--- src/sv/ppts_pkg.sv ---
// Package for the periodic priority task scheduler.
// Holds the shared types, codes and default sizes; depends on nothing.
package ppts_pkg;

   localparam int MAX_TASKS_DEF = 8;
   localparam int ID_W          = 16;
   localparam int SLOT_OUT_W    = 6;

   typedef enum logic [1:0] {
      MODE_TICK     = 2'd0,
      MODE_CREATE   = 2'd1,
      MODE_DELETE   = 2'd2,
      MODE_DISPATCH = 2'd3
   } mode_type;

   typedef enum logic [1:0] {
      ST_EMPTY   = 2'd0,
      ST_READY   = 2'd1,
      ST_WAITING = 2'd2,
      ST_DELETED = 2'd3
   } status_type;

   typedef enum logic [1:0] {
      RC_OK         = 2'd0,
      RC_FULL       = 2'd1,
      RC_NOT_FOUND  = 2'd2,
      RC_NONE_READY = 2'd3
   } rcode_type;

   typedef enum logic [1:0] {
      FSM_IDLE,
      FSM_WALK,
      FSM_DONE
   } fsm_type;

   typedef struct packed {
      logic [ID_W-1:0] id;
      logic [15:0]     period;
      logic [15:0]     prio;
      logic [15:0]     countdown;
      status_type      status;
   } slot_rec_type;

endpackage

--- src/sv/ppts_cell.sv ---
// One slot cell of the scheduler ring.
// Depends on ppts_pkg for the slot record type.
module ppts_cell (
   input  logic                  clock,
   input  logic                  reset,
   input  logic                  shift_en,
   input  ppts_pkg::slot_rec_type rec_in,
   output ppts_pkg::slot_rec_type rec_out
);
   import ppts_pkg::*;

   slot_rec_type data_ff;
   status_type   status_ff;

   // The data fields need no reset; only the status starts out empty.
   always_ff @(posedge clock) begin
      if (shift_en) begin
         data_ff <= rec_in;
      end
   end

   always_ff @(posedge clock) begin
      if (reset) begin
         status_ff <= ST_EMPTY;
      end else if (shift_en) begin
         status_ff <= rec_in.status;
      end
   end

   always_comb begin
      rec_out        = data_ff;
      rec_out.status = status_ff;
   end

endmodule

--- src/sv/periodic_priority_task_scheduler_core.sv ---
// Top level of the periodic priority task scheduler.
// Depends on ppts_pkg and ppts_cell (the ring of slot cells).
//
//   Channel | Direction | Handshake           | Payload
//   req     | in        | req_valid/req_stall | mode, period, priority_req, task_id
//   rsp     | out       | rsp_valid/rsp_stall | chosen_id, chosen_slot, result_code
//
// Every command walks the whole ring once and then registers the result; dispatch
// walks it twice (search, then mark). The block is back in idle as the result is
// registered and takes the next transfer in the cycle after that. While a walk runs,
// the ring of cells rotates by one slot per cycle past a single head processor.
// Reset is synchronous and marks every slot empty with the fill count at zero.
// A new request is taken while an earlier response still waits in the output register;
// the finished walk then holds until that response has left.
module periodic_priority_task_scheduler_core #(
   parameter int MAX_TASKS = ppts_pkg::MAX_TASKS_DEF
) (
   input  logic                                clock,
   input  logic                                reset,
   input  logic                                req_valid,
   output logic                                req_stall,
   input  ppts_pkg::mode_type                  req_mode,
   input  logic [15:0]                         req_period,
   input  logic [15:0]                         req_priority_req,
   input  logic [ppts_pkg::ID_W-1:0]           req_task_id,
   output logic                                rsp_valid,
   input  logic                                rsp_stall,
   output logic [ppts_pkg::ID_W-1:0]           rsp_chosen_id,
   output logic [ppts_pkg::SLOT_OUT_W-1:0]     rsp_chosen_slot,
   output ppts_pkg::rcode_type                 rsp_result_code
);
   import ppts_pkg::*;

   localparam int SW = (MAX_TASKS > 1) ? $clog2(MAX_TASKS) : 1;
   localparam int FW = $clog2(MAX_TASKS + 1);

   // The ring: cell 0 is the head; the processed head record enters the tail.
   slot_rec_type ring_out [MAX_TASKS];
   slot_rec_type new_rec;
   logic         shift_en;

   genvar g;
   generate
      for (g = 0; g < MAX_TASKS; g++) begin : g_cell
         slot_rec_type link;
         if (g == MAX_TASKS - 1) begin : g_tail
            assign link = new_rec;
         end else begin : g_mid
            assign link = ring_out[g+1];
         end
         ppts_cell u_cell (
            .clock    (clock),
            .reset    (reset),
            .shift_en (shift_en),
            .rec_in   (link),
            .rec_out  (ring_out[g])
         );
      end
   endgenerate

   fsm_type           state_ff, state_in;
   logic [SW-1:0]     step_ff, step_in;
   logic              pass2_ff, pass2_in;
   logic [FW-1:0]     fill_ff, fill_in;
   mode_type          mode_ff;
   logic [15:0]       period_ff, prio_ff;
   logic [ID_W-1:0]   id_ff;
   logic              found_ff, found_in;
   logic              have_ff, have_in;
   logic [SW-1:0]     best_ff, best_in;
   logic [15:0]       best_prio_ff, best_prio_in;
   logic [ID_W-1:0]   best_id_ff, best_id_in;
   logic              rsp_valid_ff, rsp_valid_in;
   logic [ID_W-1:0]   rsp_id_ff, rsp_id_in;
   logic [SLOT_OUT_W-1:0] rsp_slot_ff, rsp_slot_in;
   rcode_type         rsp_code_ff, rsp_code_in;

   logic          accept;
   logic          used;
   logic          last_step;
   logic          table_full;
   slot_rec_type  head;
   logic [15:0]   cd_dec;

   assign accept     = req_valid && !req_stall;
   assign head       = ring_out[0];
   assign used       = FW'(step_ff) < fill_ff;
   assign last_step  = step_ff == SW'(MAX_TASKS - 1);
   assign table_full = fill_ff >= FW'(MAX_TASKS);
   assign cd_dec     = head.countdown - 16'd1;
   assign shift_en   = state_ff == FSM_WALK;

   // Head processor: the slot at the head is slot number step_ff.
   always_comb begin
      new_rec      = head;
      found_in     = found_ff;
      have_in      = have_ff;
      best_in      = best_ff;
      best_prio_in = best_prio_ff;
      best_id_in   = best_id_ff;
      unique case (mode_ff)
         MODE_TICK: begin
            if (used && head.status == ST_WAITING) begin
               if (cd_dec == 16'd0) begin
                  new_rec.status    = ST_READY;
                  new_rec.countdown = head.period;
               end else begin
                  new_rec.countdown = cd_dec;
               end
            end
         end
         MODE_CREATE: begin
            if (!table_full && FW'(step_ff) == fill_ff) begin
               new_rec.id        = id_ff;
               new_rec.period    = period_ff;
               new_rec.prio      = prio_ff;
               new_rec.countdown = period_ff;
               new_rec.status    = ST_READY;
            end
         end
         MODE_DELETE: begin
            if (used && !found_ff && head.id == id_ff) begin
               new_rec.status = ST_DELETED;
               found_in       = 1'b1;
            end
         end
         MODE_DISPATCH: begin
            if (!pass2_ff) begin
               // Search pass: a later slot wins a priority tie.
               if (used && head.status == ST_READY &&
                   (!have_ff || head.prio >= best_prio_ff)) begin
                  have_in      = 1'b1;
                  best_in      = step_ff;
                  best_prio_in = head.prio;
                  best_id_in   = head.id;
               end
            end else if (have_ff && step_ff == best_ff) begin
               new_rec.status = ST_WAITING;
            end
         end
         default: ;
      endcase
   end

   // Sequencer and response register.
   always_comb begin
      state_in     = state_ff;
      step_in      = step_ff;
      pass2_in     = pass2_ff;
      fill_in      = fill_ff;
      rsp_valid_in = rsp_valid_ff && rsp_stall;
      rsp_id_in    = rsp_id_ff;
      rsp_slot_in  = rsp_slot_ff;
      rsp_code_in  = rsp_code_ff;
      req_stall    = state_ff != FSM_IDLE;
      unique case (state_ff)
         FSM_IDLE: begin
            if (req_valid) begin
               state_in = FSM_WALK;
               step_in  = '0;
               pass2_in = 1'b0;
            end
         end
         FSM_WALK: begin
            if (last_step) begin
               step_in = '0;
               if (mode_ff == MODE_DISPATCH && !pass2_ff) begin
                  pass2_in = 1'b1;
               end else begin
                  state_in = FSM_DONE;
               end
            end else begin
               step_in = step_ff + SW'(1);
            end
         end
         FSM_DONE: begin
            if (!rsp_valid_ff || !rsp_stall) begin
               state_in     = FSM_IDLE;
               rsp_valid_in = 1'b1;
               rsp_id_in    = '0;
               rsp_slot_in  = '0;
               rsp_code_in  = RC_OK;
               unique case (mode_ff)
                  MODE_TICK: ;
                  MODE_CREATE: begin
                     if (table_full) begin
                        rsp_code_in = RC_FULL;
                     end else begin
                        rsp_slot_in = SLOT_OUT_W'(fill_ff);
                        fill_in     = fill_ff + FW'(1);
                     end
                  end
                  MODE_DELETE: begin
                     if (!found_ff) begin
                        rsp_code_in = RC_NOT_FOUND;
                     end
                  end
                  MODE_DISPATCH: begin
                     if (have_ff) begin
                        rsp_id_in   = best_id_ff;
                        rsp_slot_in = SLOT_OUT_W'(best_ff);
                     end else begin
                        rsp_code_in = RC_NONE_READY;
                     end
                  end
                  default: ;
               endcase
            end
         end
         default: state_in = FSM_IDLE;
      endcase
   end

   always_ff @(posedge clock) begin
      if (reset) begin
         state_ff     <= FSM_IDLE;
         fill_ff      <= '0;
         rsp_valid_ff <= 1'b0;
         step_ff      <= '0;
         pass2_ff     <= 1'b0;
      end else begin
         state_ff     <= state_in;
         fill_ff      <= fill_in;
         rsp_valid_ff <= rsp_valid_in;
         step_ff      <= step_in;
         pass2_ff     <= pass2_in;
      end
   end

   // Item registers and per-walk search state.
   always_ff @(posedge clock) begin
      if (accept) begin
         mode_ff   <= req_mode;
         period_ff <= req_period;
         prio_ff   <= req_priority_req;
         id_ff     <= req_task_id;
         found_ff  <= 1'b0;
         have_ff   <= 1'b0;
      end else if (shift_en) begin
         found_ff  <= found_in;
         have_ff   <= have_in;
      end
      if (shift_en) begin
         best_ff      <= best_in;
         best_prio_ff <= best_prio_in;
         best_id_ff   <= best_id_in;
      end
      rsp_id_ff   <= rsp_id_in;
      rsp_slot_ff <= rsp_slot_in;
      rsp_code_ff <= rsp_code_in;
   end

   assign rsp_valid       = rsp_valid_ff;
   assign rsp_chosen_id   = rsp_id_ff;
   assign rsp_chosen_slot = rsp_slot_ff;
   assign rsp_result_code = rsp_code_ff;

endmodule
--- config.mk ---
export PLATFORM = sky130hd
export DESIGN_NAME = periodic_priority_task_scheduler_core
export DESIGN_NICKNAME = d
export VERILOG_FILES = /design/src/sv/ppts_pkg.sv /design/src/sv/ppts_cell.sv /design/src/sv/periodic_priority_task_scheduler_core.sv
export SDC_FILE = /design/constraint.sdc
export NUM_CORES = 1
export LEC_CHECK = 0
export ABC_AREA = 1
export BUFFER_PORTS_ARGS = -buffer_cell sky130_fd_sc_hd__buf_2
export CAP_MARGIN = 20
export CORE_ASPECT_RATIO = 1.75
export CORE_MARGIN = 4
export CORE_UTILIZATION = 55
export DETAILED_ROUTE_END_ITERATION = 12
export GPL_TIMING_DRIVEN = 0
export PLACE_DENSITY = 0.72
export SYNTH_ARGS = -nofsm -noshare
export SYNTH_HDL_FRONTEND = slang
export SYNTH_SLANG_ARGS = --single-unit
--- constraint.sdc ---
create_clock -name clock -period 30.5 [get_ports clock]
set_input_delay 6.1 -clock clock [delete_from_list [all_inputs] [get_ports clock]]
set_output_delay 6.1 -clock clock [all_outputs]
set_load 0.05 [all_outputs]
==> run metrics <==
Slew headroom 49.17%; Leak 9.311 nW; Syn Area/Cell 16.63 sq um; setup violators final 0; largest net degree at the start of global routing 78; RSZ-0062 raised after global routing false; share of flip-flops with an asynchronous set or reset 0%; PD cells 73.89 nW/um^2; outcome completed; DR vias/cell 5.246; CTS resizes 0; H-tree depth 2; Detail Route Antenna Nets 0; antenna violations before repair 2; FP Rows 98; # IOs 80; Num CTS Buffers 55; Synth Cell Area 22590 sq um; Peak VDD IR 0.00007479 V; area of the multi-input gates 2884 sq um; DRT iter0 DRCs 945; Post-route DRC 0; Clock Tree Buf Depth 3; CTS tree done; Post-Synthesis Cells 1358; CTS sink cnt 648; Setup Crit Path Kind reg -> out; GRT overflow 0; Worst setup EP type primary output; worst endpoint required time 24.40 ns; clock latency on the worst-skew pair 0.60 ns; crit start category flip-flop; nets@finish 1582; Max Freq 0.1318 GHz; FF/Latch Area 19170 sq um; Core ar. 40710 sq um; Final Hold Fails 0; worst-path maximum fanout 4; area growth from synthesis to layout 14.04%; peak per-stage delay on the critical path 0.38 ns; Synth Warn # 0; Yosys reg bits 648; first-pass GRT wire length 59.51 mm; crit path DAT 1.49 ns; Final Hold Slack 0.4102 ns; GRT Overall Usage 17.18%; number of enable flip-flop cells after synthesis 619; Total Neg Setup Slack 0 ns; Worst Tran Pin Value 0.7625 ns; CTS clk-pin slew, worst paths 0.07 ns; FILL cells 2887; WL final 38.21 mm; DIE WIDTH 161.2 um; sequential share of the synthesized area 84.87%; CP max-delay cell dfxtp_1; clock skew 0.03021 ns; CTS root buffer clkbuf_16; Final HPWL DP 24.53 mm; DR pass1 iterations 7; chip height 276.1 um; max-slew violation count 0; routability cong. 0.8838; Top FF cell, synth edfxtp_1; CP Cell Sequence nor2_1, inv_1, buf_2; layout cells sized above 1 14.34%; vias in the first global route 11240; Yosys cell types 40; number of max-cap violations 0; final worst path period share 24.87%; Yosys top cell area share 82.30%; Routed WL per cell 18.20 um; top cells by area, synth edfxtp_1, nand2_1, dfxtp_1, inv_1, nor2_1; buffer count from post-CTS setup fixing 0; post-synth top area cell edfxtp_1; Hold Buf Count CTS 0; Die ar. 44500 sq um; Hold Crit Class reg -> reg; Final Critical Period 7.585 ns; Vias 11010; IO buf count 76; Initial Utilization 55.48%
kinds of logic after synthesis:
family                     after synthesis  synth area share [%]
DFF                                    648                 84.87
and+or+nand+nor                        420                 8.287
buffers and inverters                  141                 2.410
AOI/OAI and AO/OA                      118                 2.842
adders and majority gates               25                 1.385
xor gates and xnor gates                 5                0.1939
other                                    1               0.01660
synthesized netlist by cell type, drive strengths merged, types with 9 or more instances:
cell and number:
edfxtp 619, nand2 240, inv 113, nor2 101, o21ai 63, nand3 57
a21oi 34, dfxtp 29, ha 25, clkbuf 16, nand4 11, buf 9
per-stage QoR:
stage / total power, mW / worst slack [ns] / instance area [sq um] / utilization [%] / std cells
final: 1.903 / 22.91 / 25760 / 63.27 / 2099
after global routing: 1.977 / 22.87 / 25750 / 63.27 / 2098
after CTS: 1.924 / 22.90 / 25750 / 63.27 / 2098
after detailed placement: 1.223 / 22.83 / 23920 / 58.77 / 1996
after global placement: 1.270 / 10.26 / 23660 / 58.13 / 1986
after floorplan: 1.219 / 14.85 / 22590 / - / 1360
layer usage:
| metal | up-vias | share of wire, % | track usage, % |
|---|---|---|---|
| li1 | 5168 | - | - |
| met3 | 126 | 4.5 | 2.699 |
| met4 | 0 | 4.8 | 8.297 |
| met1 | 5394 | 41 | 22.51 |
| met5 | - | 0 | 0 |
| met2 | 324 | 50 | 28.36 |
critical path: cells and delay by family, from the launching register on:
family | cells | cell delay [ns]
flops | 1 | 0.38
simple gates | 1 | 0.08
buf+inv | 2 | 0.42
cells in the final DEF (no fill, tap or decap), types with 4 or more instances in the layout:
cell	instances
edfxtp_1	619
nand2_1	233
inv_1	105
nor2_1	84
buf_2	82
clkbuf_16	56
o21ai_0	54
nand3_1	53
a21oi_1	33
dfxtp_1	29
ha_1	25
clkbuf_1	21
clkinv_1	13
clkinv_2	12
nand4_1	11
o21ai_1	9
o21a_1	8
nor2_2	8
inv_2	8
buf_16	8
o22ai_1	7
nor3_1	7
nor2_4	7
clkinvlp_4	7
nand2_2	6
bufinv_16	6
xnor2_1	4
sequential cells by signal, summed over array words and instances, names as in the netlist, 4 cells and up:
signal and cells:
period_ff 16, best_id_ff 16, id_ff 16, fill_ff 4, g_cell.u_cell.status_ff 16, prio_ff 16, g_cell.u_cell.rec_out 512, rsp_chosen_slot 4
best_prio_ff 16, rsp_chosen_id 16
area by class of cell:
| type | count | area share [%] |
|---|---|---|
| diodes | 1 | 0.009715 |
| plain buffers | 25 | 0.4372 |
| clock buffers | 62 | 5.528 |
| clock inverters | 40 | 1.579 |
| inverters | 116 | 1.690 |
| multi-input cells | 571 | 11.20 |
| flip-flops and latches | 648 | 74.42 |
| well taps | 550 | 2.672 |
| repair buffers | 86 | 2.468 |
power breakdown:
group	switching [mW]	internal [mW]
Clock	0.309	0.390
Combinational	0.0776	0.0265
Sequential	0.0267	1.07
path summary, 6_finish.rpt:
| check | endpoint | depth (start not counted) | start | slack, ns |
|---|---|---|---|---|
| min reg2reg | g_cell[2].u_cell.rec_out[11] | 0 | g_cell[3].u_cell.rec_out[11] | 0.41 |
| max reg2reg | g_cell[1].u_cell.rec_out[28] | 7 | state_ff[0] | 27.22 |
| max | req_stall | 3 | state_ff[1] | 22.91 |
| min | g_cell[2].u_cell.rec_out[11] | 0 | g_cell[3].u_cell.rec_out[11] | 0.41 |
(Power assumes the default switching activity.)
